<file path="config.mk">
export PLATFORM = sky130hd
export DESIGN_NAME = can_frame_checksum_check
export DESIGN_NICKNAME = d
export VERILOG_FILES = /design/src/hdl/cfcc_pkg.sv /design/src/hdl/can_frame_checksum_check.sv /design/src/hdl/cfcc_frame.sv
export SDC_FILE = /design/constraint.sdc
export NUM_CORES = 1
export LEC_CHECK = 0
export ABC_CLOCK_PERIOD_IN_PS = 7100
export BUFFER_PORTS_ARGS = -buffer_cell sky130_fd_sc_hd__buf_2
export CAP_MARGIN = 20
export CELL_PAD_IN_SITES_DETAIL_PLACEMENT = 1
export CELL_PAD_IN_SITES_GLOBAL_PLACEMENT = 2
export CORE_ASPECT_RATIO = 1.5
export CORE_MARGIN = 5
export CORE_UTILIZATION = 42
export CTS_CLUSTER_DIAMETER = 60
export DETAILED_ROUTE_END_ITERATION = 6
export GPL_ROUTABILITY_DRIVEN = 0
export PLACE_DENSITY_LB_ADDON = 0.1
export RECOVER_POWER = 50
export SKIP_LAST_GASP = 1
export SLEW_MARGIN = 20
export SYNTH_ARGS = -nofsm -noshare
export SYNTH_HDL_FRONTEND = slang
export SYNTH_SLANG_ARGS = --single-unit
</file>
<file path="constraint.sdc">
create_clock -name clk -period 7.1 [get_ports clk]
set_clock_uncertainty 0.15 [all_clocks]
set_input_delay 0.355 -clock clk [delete_from_list [all_inputs] [get_ports clk]]
set_output_delay 0.355 -clock clk [all_outputs]
set_load 0.1 [all_outputs]
</file>
<file path="src/hdl/cfcc_pkg.sv">
`timescale 1ns / 1ps
// ----------------------------------------------------------------------------
// cfcc_pkg - shared types and constants for the CAN frame checksum check
// Algorithm codes, register indexes, configuration and result bundles, and
// the byte-fold functions for XOR, 8-bit sum and the two CRC-8 variants.
// ----------------------------------------------------------------------------
package cfcc_pkg;

    localparam int MAX_FRAME_BYTES = 64;
    localparam int BYTE_W          = 8;
    localparam int LEN_W           = 7;   // frame length field 0..127, clamped to 64
    localparam int CPOS_W          = 6;   // configured payload positions
    localparam int BPOS_W          = 7;   // running byte position, saturates
    localparam int CFG_IDX_W       = 2;
    localparam int CFG_DATA_W      = 6;

    localparam logic [BPOS_W-1:0] BPOS_SAT    = '1;
    localparam logic [LEN_W-1:0]  LEN_MAX     = LEN_W'(MAX_FRAME_BYTES);
    localparam logic [7:0]        POLY_J1850  = 8'h1D;
    localparam logic [7:0]        POLY_AUTOSAR = 8'h2F;
    localparam logic [7:0]        CRC_SEED    = 8'hFF;
    localparam logic [7:0]        CRC_XOROUT  = 8'hFF;

    // Register indexes on the configuration port
    localparam logic [CFG_IDX_W-1:0] REG_ALGORITHM   = 2'd0;
    localparam logic [CFG_IDX_W-1:0] REG_RANGE_START = 2'd1;
    localparam logic [CFG_IDX_W-1:0] REG_RANGE_END   = 2'd2;
    localparam logic [CFG_IDX_W-1:0] REG_CHECK_POS   = 2'd3;

    typedef enum logic [1:0] {
        ALG_XOR     = 2'd0,
        ALG_SUM8    = 2'd1,
        ALG_CRC1D   = 2'd2,
        ALG_AUTOSAR = 2'd3
    } alg_t;

    typedef struct packed {
        alg_t              algorithm;
        logic [CPOS_W-1:0] range_start;
        logic [CPOS_W-1:0] range_end;
        logic [CPOS_W-1:0] check_position;
    } cfg_t;

    typedef struct packed {
        logic              checksum_matches;
        logic [BYTE_W-1:0] stored_value;
        logic              range_error;
        logic [BYTE_W-1:0] checksum_value;
    } result_t;

    // Start value of the running checksum
    function automatic logic [7:0] seed_of(input alg_t alg);
        logic [7:0] s;
        s = 8'h00;
        if (alg == ALG_CRC1D || alg == ALG_AUTOSAR)
        begin
            s = CRC_SEED;
        end
        return s;
    endfunction

    // One byte through a bitwise MSB-first CRC-8, eight shift steps
    function automatic logic [7:0] crc_fold(input logic [7:0] acc,
                                            input logic [7:0] data,
                                            input logic [7:0] poly);
        logic [7:0] c;
        c = acc ^ data;
        for (int b = 0; b < 8; b++)
        begin
            c = c[7] ? ((c << 1) ^ poly) : (c << 1);
        end
        return c;
    endfunction

    function automatic logic [7:0] fold(input alg_t alg,
                                        input logic [7:0] acc,
                                        input logic [7:0] data);
        logic [7:0] r;
        case (alg)
            ALG_XOR:     r = acc ^ data;
            ALG_SUM8:    r = acc + data;
            ALG_CRC1D:   r = crc_fold(acc, data, POLY_J1850);
            ALG_AUTOSAR: r = crc_fold(acc, data, POLY_AUTOSAR);
            default:     r = acc ^ data;
        endcase
        return r;
    endfunction

endpackage

</file>
<file path="src/hdl/can_frame_checksum_check.sv">
`timescale 1ns / 1ps
// ----------------------------------------------------------------------------
// can_frame_checksum_check - CAN payload checksum check (XOR/SUM8/CRC-8)
// Folds payload bytes of a frame into a running checksum and reports the
// computed value, range error, stored byte and match flag at frame end.
//
//   channel   dir  handshake          contents
//   s_*       in   s_tvalid/s_tready  one payload byte item, tlast ends frame
//   m_*       out  m_tvalid/m_tready  one result item per frame
//   cfg_*     in   cfg_we             register write, no read-back
//
// One item is taken per cycle while the result side does not stall; a result
// is presented after its last item has passed the input and result registers.
// The running checksum loop is combinational: a full 8-step CRC fold.
// Reset clears the configuration, the frame state and both valid flags.
// A stalled result holds the next item in the input register; s_tready
// drops only when both the input and result registers are full.
// ----------------------------------------------------------------------------
module can_frame_checksum_check (
    input  logic                               clk,
    input  logic                               rst_n,
    // input items
    input  logic                               s_tvalid,
    output logic                               s_tready,
    input  logic [15:0]                        s_tdata,  // data_byte[7:0], frame_length[14:8], 0
    input  logic                               s_tlast,  // last_byte
    // result items
    output logic                               m_tvalid,
    input  logic                               m_tready,
    output logic [23:0]                        m_tdata,  // checksum_value[7:0], range_error[8],
                                                         // stored_value[16:9], checksum_matches[17], 0
    // configuration
    input  logic                               cfg_we,
    input  logic [cfcc_pkg::CFG_IDX_W-1:0]     cfg_index,
    input  logic [cfcc_pkg::CFG_DATA_W-1:0]    cfg_data
);
    import cfcc_pkg::*;

    cfg_t              cfg_reg, cfg_next;

    logic              in_valid_reg, in_valid_next;
    logic [BYTE_W-1:0] in_byte_reg;
    logic [LEN_W-1:0]  in_len_reg;
    logic              in_last_reg;

    logic              out_valid_reg, out_valid_next;
    result_t           out_data_reg;

    logic              out_free;
    logic              step;
    logic              emit;
    result_t           result;
    logic              in_load;

    // Configuration writes
    always_comb
    begin
        cfg_next = cfg_reg;
        if (cfg_we)
        begin
            case (cfg_index)
                REG_ALGORITHM:   cfg_next.algorithm      = alg_t'(cfg_data[1:0]);
                REG_RANGE_START: cfg_next.range_start    = cfg_data[CPOS_W-1:0];
                REG_RANGE_END:   cfg_next.range_end      = cfg_data[CPOS_W-1:0];
                REG_CHECK_POS:   cfg_next.check_position = cfg_data[CPOS_W-1:0];
                default:         cfg_next = cfg_reg;
            endcase
        end
    end

    always_ff @(posedge clk or negedge rst_n)
    begin
        if (!rst_n)
        begin
            cfg_reg <= '{algorithm: ALG_XOR, default: '0};
        end
        else
        begin
            cfg_reg <= cfg_next;
        end
    end

    // Handshake: registered item steps whenever the result register can take it
    always_comb
    begin
        out_free       = !out_valid_reg || m_tready;
        step           = in_valid_reg && out_free;
        s_tready       = !in_valid_reg || step;
        in_load        = s_tvalid && s_tready;
        in_valid_next  = in_load ? 1'b1 : (step ? 1'b0 : in_valid_reg);
        out_valid_next = (step && emit) ? 1'b1 :
                         (m_tready ? 1'b0 : out_valid_reg);
    end

    // Input register
    always_ff @(posedge clk or negedge rst_n)
    begin
        if (!rst_n)
        begin
            in_valid_reg <= 1'b0;
        end
        else
        begin
            in_valid_reg <= in_valid_next;
        end
    end

    always_ff @(posedge clk)
    begin
        if (in_load)
        begin
            in_byte_reg <= s_tdata[7:0];
            in_len_reg  <= s_tdata[14:8];
            in_last_reg <= s_tlast;
        end
    end

    cfcc_frame u_frame (
        .clk          (clk),
        .rst_n        (rst_n),
        .cfg          (cfg_reg),
        .step         (step),
        .data_byte    (in_byte_reg),
        .frame_length (in_len_reg),
        .last_byte    (in_last_reg),
        .emit         (emit),
        .result       (result)
    );

    // Result register
    always_ff @(posedge clk or negedge rst_n)
    begin
        if (!rst_n)
        begin
            out_valid_reg <= 1'b0;
        end
        else
        begin
            out_valid_reg <= out_valid_next;
        end
    end

    always_ff @(posedge clk)
    begin
        if (step && emit)
        begin
            out_data_reg <= result;
        end
    end

    assign m_tvalid = out_valid_reg;
    assign m_tdata  = {6'b0,
                       out_data_reg.checksum_matches,
                       out_data_reg.stored_value,
                       out_data_reg.range_error,
                       out_data_reg.checksum_value};

`ifndef SYNTHESIS
    // A waiting result is never overwritten by a new one
    a_no_result_overrun: assert property (@(posedge clk) disable iff (!rst_n)
        out_valid_reg && !m_tready |-> !step)
        else $error("result overwritten while stalled");

    // A held input item is not dropped
    a_input_held: assert property (@(posedge clk) disable iff (!rst_n)
        in_valid_reg && !step |=> in_valid_reg)
        else $error("input item dropped");

    // A frame end that steps always shows a result next cycle
    a_result_appears: assert property (@(posedge clk) disable iff (!rst_n)
        step && emit |=> out_valid_reg)
        else $error("result missing after frame end");
`endif

endmodule

</file>
<file path="src/hdl/cfcc_frame.sv">
`timescale 1ns / 1ps
// ----------------------------------------------------------------------------
// cfcc_frame - per-frame checksum state and result logic
// Folds one registered payload item into the running checksum, captures the
// byte at the check position, forms the result on the last or empty-frame item.
// ----------------------------------------------------------------------------
module cfcc_frame (
    input  logic                          clk,
    input  logic                          rst_n,
    input  cfcc_pkg::cfg_t                cfg,
    input  logic                          step,        // registered item moves on
    input  logic [cfcc_pkg::BYTE_W-1:0]   data_byte,
    input  logic [cfcc_pkg::LEN_W-1:0]    frame_length,
    input  logic                          last_byte,
    output logic                          emit,        // this item ends the frame
    output cfcc_pkg::result_t             result
);
    import cfcc_pkg::*;

    logic [7:0]        running_check_reg, running_check_next;
    logic [BPOS_W-1:0] byte_position_reg, byte_position_next;
    logic [7:0]        captured_reg, captured_next;

    logic              has_data;
    logic              in_range;
    logic [7:0]        acc;
    logic [7:0]        rc_upd;
    logic [7:0]        cap_upd;
    logic [BPOS_W-1:0] pos_upd;
    logic [LEN_W-1:0]  len_c;
    logic              pos_in_frame;
    logic              pos_ok;
    logic              err;
    logic [7:0]        sum;
    logic [7:0]        stored;

    // Fold, capture and count for this item
    always_comb
    begin
        has_data = (frame_length != '0);
        in_range = (byte_position_reg >= BPOS_W'(cfg.range_start)) &&
                   (byte_position_reg <= BPOS_W'(cfg.range_end));
        acc      = (byte_position_reg == BPOS_W'(cfg.range_start)) ?
                   seed_of(cfg.algorithm) : running_check_reg;
        rc_upd   = (has_data && in_range) ?
                   fold(cfg.algorithm, acc, data_byte) : running_check_reg;
        cap_upd  = (has_data && byte_position_reg == BPOS_W'(cfg.check_position)) ?
                   data_byte : captured_reg;
        pos_upd  = (has_data && byte_position_reg != BPOS_SAT) ?
                   byte_position_reg + BPOS_W'(1) : byte_position_reg;
        emit     = !has_data || last_byte;
    end

    // Result of the frame, from the state after this item
    always_comb
    begin
        len_c        = (frame_length > LEN_MAX) ? LEN_MAX : frame_length;
        err          = (cfg.range_start > cfg.range_end) ||
                       (LEN_W'(cfg.range_end) >= len_c) ||
                       (LEN_W'(cfg.range_end) >= LEN_MAX);
        pos_in_frame = (LEN_W'(cfg.check_position) < len_c);
        pos_ok       = pos_in_frame && (BPOS_W'(cfg.check_position) < pos_upd);
        if (err)
        begin
            sum = 8'h00;
        end
        else if (cfg.algorithm == ALG_AUTOSAR)
        begin
            sum = rc_upd ^ CRC_XOROUT;
        end
        else
        begin
            sum = rc_upd;
        end
        stored = pos_ok ? cap_upd : 8'h00;

        result.checksum_value   = sum;
        result.range_error      = err;
        result.stored_value     = stored;
        result.checksum_matches = pos_in_frame && (stored == sum);
    end

    // Next state: hold without an item, clear after the frame's end, else keep the updates
    always_comb
    begin
        running_check_next = running_check_reg;
        byte_position_next = byte_position_reg;
        captured_next      = captured_reg;
        if (step)
        begin
            if (emit)
            begin
                running_check_next = seed_of(cfg.algorithm);
                byte_position_next = '0;
                captured_next      = 8'h00;
            end
            else
            begin
                running_check_next = rc_upd;
                byte_position_next = pos_upd;
                captured_next      = cap_upd;
            end
        end
    end

    always_ff @(posedge clk or negedge rst_n)
    begin
        if (!rst_n)
        begin
            running_check_reg <= 8'h00;
            byte_position_reg <= '0;
            captured_reg      <= 8'h00;
        end
        else
        begin
            running_check_reg <= running_check_next;
            byte_position_reg <= byte_position_next;
            captured_reg      <= captured_next;
        end
    end

`ifndef SYNTHESIS
    // Frame state is cleared after every result
    a_clear_after_frame: assert property (@(posedge clk) disable iff (!rst_n)
        step && emit |=> byte_position_reg == '0 && captured_reg == 8'h00)
        else $error("frame state not cleared after result");

    // Position advances by exactly one on a payload item below saturation
    a_pos_advance: assert property (@(posedge clk) disable iff (!rst_n)
        step && !emit && byte_position_reg != BPOS_SAT
        |=> byte_position_reg == $past(byte_position_reg) + BPOS_W'(1))
        else $error("byte position did not advance by one");

    // Nothing moves without an item
    a_hold_when_idle: assert property (@(posedge clk) disable iff (!rst_n)
        !step |=> $stable(byte_position_reg) && $stable(running_check_reg) &&
                  $stable(captured_reg))
        else $error("frame state changed without an item");
`endif

endmodule

</file>
==> metrics <==
Hold Crit Depth=1; grt ovf=0; clk sinks=79; Synth Warn #=0; met2 usage=41.2%; sw frac=42.2%; Area growth, synth to finish=10.0%; Tcrit/Tclk final=73.3%; max-cap violations=1; internal power=0.00130 W; Reg clk slew, reported paths=70 ps; Post-synth EDFFs=34; largest area contributor in the netlist=dfrtp_1; number of global-route vias before repair=4940; CTS buffer count=9; startpoint types=register; post-synthesis cell type count=73; Reg power frac=27.4%; multi-input logic area=0.00321 mm²; Via Count=4429; largest net degree at the start of global routing=46; Seq. cell area=0.00215 mm²; most frequent cells in the layout=dfrtp_1, nor2_1, ha_1; Post-CTS Hold Fix Bufs=1; Initial Util=42.3%; first drt pass iteration count=4; sequential share of the synthesized area=37.8%; Worst Path Required=7120 ps; Least-Margin Pin Slew=2620 ps; area of the die=0.0160 mm²; Logic pwr share=49.1%; initial antenna violation count=0; Final Max Tran Viols=46; # resized after CTS=0; # diodes=0; number of setup buffers added after CTS=0; outcome=complete, but fails checks; ys async rst share=57.0%; initial DRC count=153; Slew headroom=-74.5%; commonest non-fill, non-tap cell in the layout=dfrtp_1; Post-DP HPWL=13000 µm; clock buffer depth=2; Mapped Avg Cell Area=10.1 µm²; FILL cells=1504; Core ar.=0.0134 mm²; Final Routed Wirelength=16500 µm; Die Wd=105 µm; Worst-Skew Late Latency=350 ps; Slowest-stage cell, CP=a221oi_1; worst vdd ir=0.165 mV; CP delay by family, top=simple AND/OR/NAND/NOR gates; Final Cell Area=0.00624 mm²; power share of the clock group=23.5%; max reg flops=20; Power per Cell Area=361 mW/mm²; crit path DAT=5220 ps; failing checks=capacitance limit, slew limit; total negative slack=0 ps; Fmax=0.192 GHz; final hold vios=0; flop and latch count out of synthesis=79; Period minus WS final=5200 ps; met1 Use GR=21.1%; LEAKAGE=2.72 nW; CP dominant cell by count=xnor2_1; CTS H-Tree Depth=3; Worst path max stage delay=600 ps; Critical Path End Type=register; CP Buf/Inv Count=0; kind of critical path=register to register; Syn Inst Count=563; Worst path depth=16; Pwr Total=0.00225 W; port bufs=48; endpoints failing setup=0; nets=676; die height=152 µm; Netlist Area Pre-Place=0.00567 mm²; Root Driver=clkbuf_16; post-synth top area share=19.9%; DRC Markers=0; row count=52; GRT Util Overall=21.0%; wire length per cell=21.5 µm; gr busiest metal=met2; CP Cell Sequence=ha_1 -> and4_1 -> nand2_1 -> nor2_1 -> a21o_1 -> ha_1 -> xor2_1 -> xnor2_1 -> mux2i_1 -> a221oi_1 -> mux2i_1 -> xnor2_1 -> nor2_1 -> xnor2_1 -> nand4_1 -> nor4_2; layout cell share with drive strength beyond 1=15.8%; Final ANT Viol Nets=0; RSZ-0062 raised after global routing=no; first-pass GRT wire length=26500 µm; vias per cell=5.77; crit path max fanout=10; io pins=56; met3 Use GR=3.14%; ys flop type=dfrtp_1; hold crit path type=input port to register; top cells by area, synth=dfrtp_1, edfxtp_1, ha_1; CTS tree=built; worst-case reg-to-reg path depth=16; P_sw=0.000950 W; Cell Area, Placed=0.00592 mm²
==> layer usage <==
| layer | part of all wire, % | wire length (µm) |
|---|---|---|
| met1 | 36 | 5940 |
| met2 | 58 | 9580 |
| met3 | 2.3 | 386 |
| met4 | 3.5 | 580 |
| met5 | 0 | 0 |
==> synthesized netlist by cell type (13+ instances only) <==
library cell	number
inv_1	23
nor3_1	13
nor2_1	44
nand2_1	36
xnor2_1	31
ha_1	44
edfxtp_1	34
mux2_2	23
dfrtp_1	45
xor2_1	17
a21oi_1	34
o21ai_0	32
mux2i_1	14
==> cell families after synthesis <==
kind of cell	synth area share, %
buffers and inverters	5.84
AOI/OAI and AO/OA	16.4
muxes	7.04
other	0.0661
adders and majority gates	10.1
DFF	37.8
xor gates and xnor gates	7.87
and+or+nand+nor	14.9
==> worst reg2reg max path: cells and delay by family, from the launching register on <==
kind | cells | cell delay [ps]
AOI/OAI and AO/OA | 2 | 740
xor gates and xnor gates | 4 | 1010
adders and majority gates | 2 | 740
DFF | 1 | 530
muxes | 2 | 330
and+or+nand+nor | 6 | 1560
==> metrics by stage <==
step | setup WS (ps) | instances | hold WS, ps | util (%)
floorplan | 2460 | 568 | -90.6 | -
global placement | 1910 | 751 | 327 | 44.2
detailed placement | 1820 | 751 | 336 | 44.2
CTS | 1790 | 768 | 18.1 | 46.7
global route | 1520 | 768 | 17.8 | 46.6
finish | 1900 | 768 | 33.2 | 46.6
==> area by class of cell <==
class | instances | area share [%]
repair buffers | 53 | 4.25
clock inverters | 7 | 1.64
multi-input cells | 435 | 51.5
flip-flops and latches | 79 | 34.4
inverters | 23 | 1.38
clock buffers | 9 | 3.61
well taps | 162 | 3.25
==> final timing paths <==
kind	start	slack, ps	to
worst max register to register	u_frame.byte_position_reg[3]	1900	m_tdata[17]
min in group asynchronous	rst_n	1300	cfg_reg[18]
max in group asynchronous	rst_n	4000	u_frame.captured_reg[0]
worst min-delay path	s_tdata[9]	30	in_len_reg[1]
worst max-delay path	u_frame.byte_position_reg[3]	1900	m_tdata[17]
worst min register to register	u_frame.captured_reg[7]	360	u_frame.captured_reg[7]
==> power groups by stage <==
stage               Combinational, W  Clock (W)  Sequential (W)
finish                       0.00111   0.000528        0.000617
global route                 0.00121   0.000560        0.000626
CTS                          0.00112   0.000537        0.000619
detailed placement           0.00111          0        0.000628
global placement             0.00108          0        0.000625
floorplan                   0.000818          0        0.000685
Note: power is estimated with default switching activity, not from simulation.
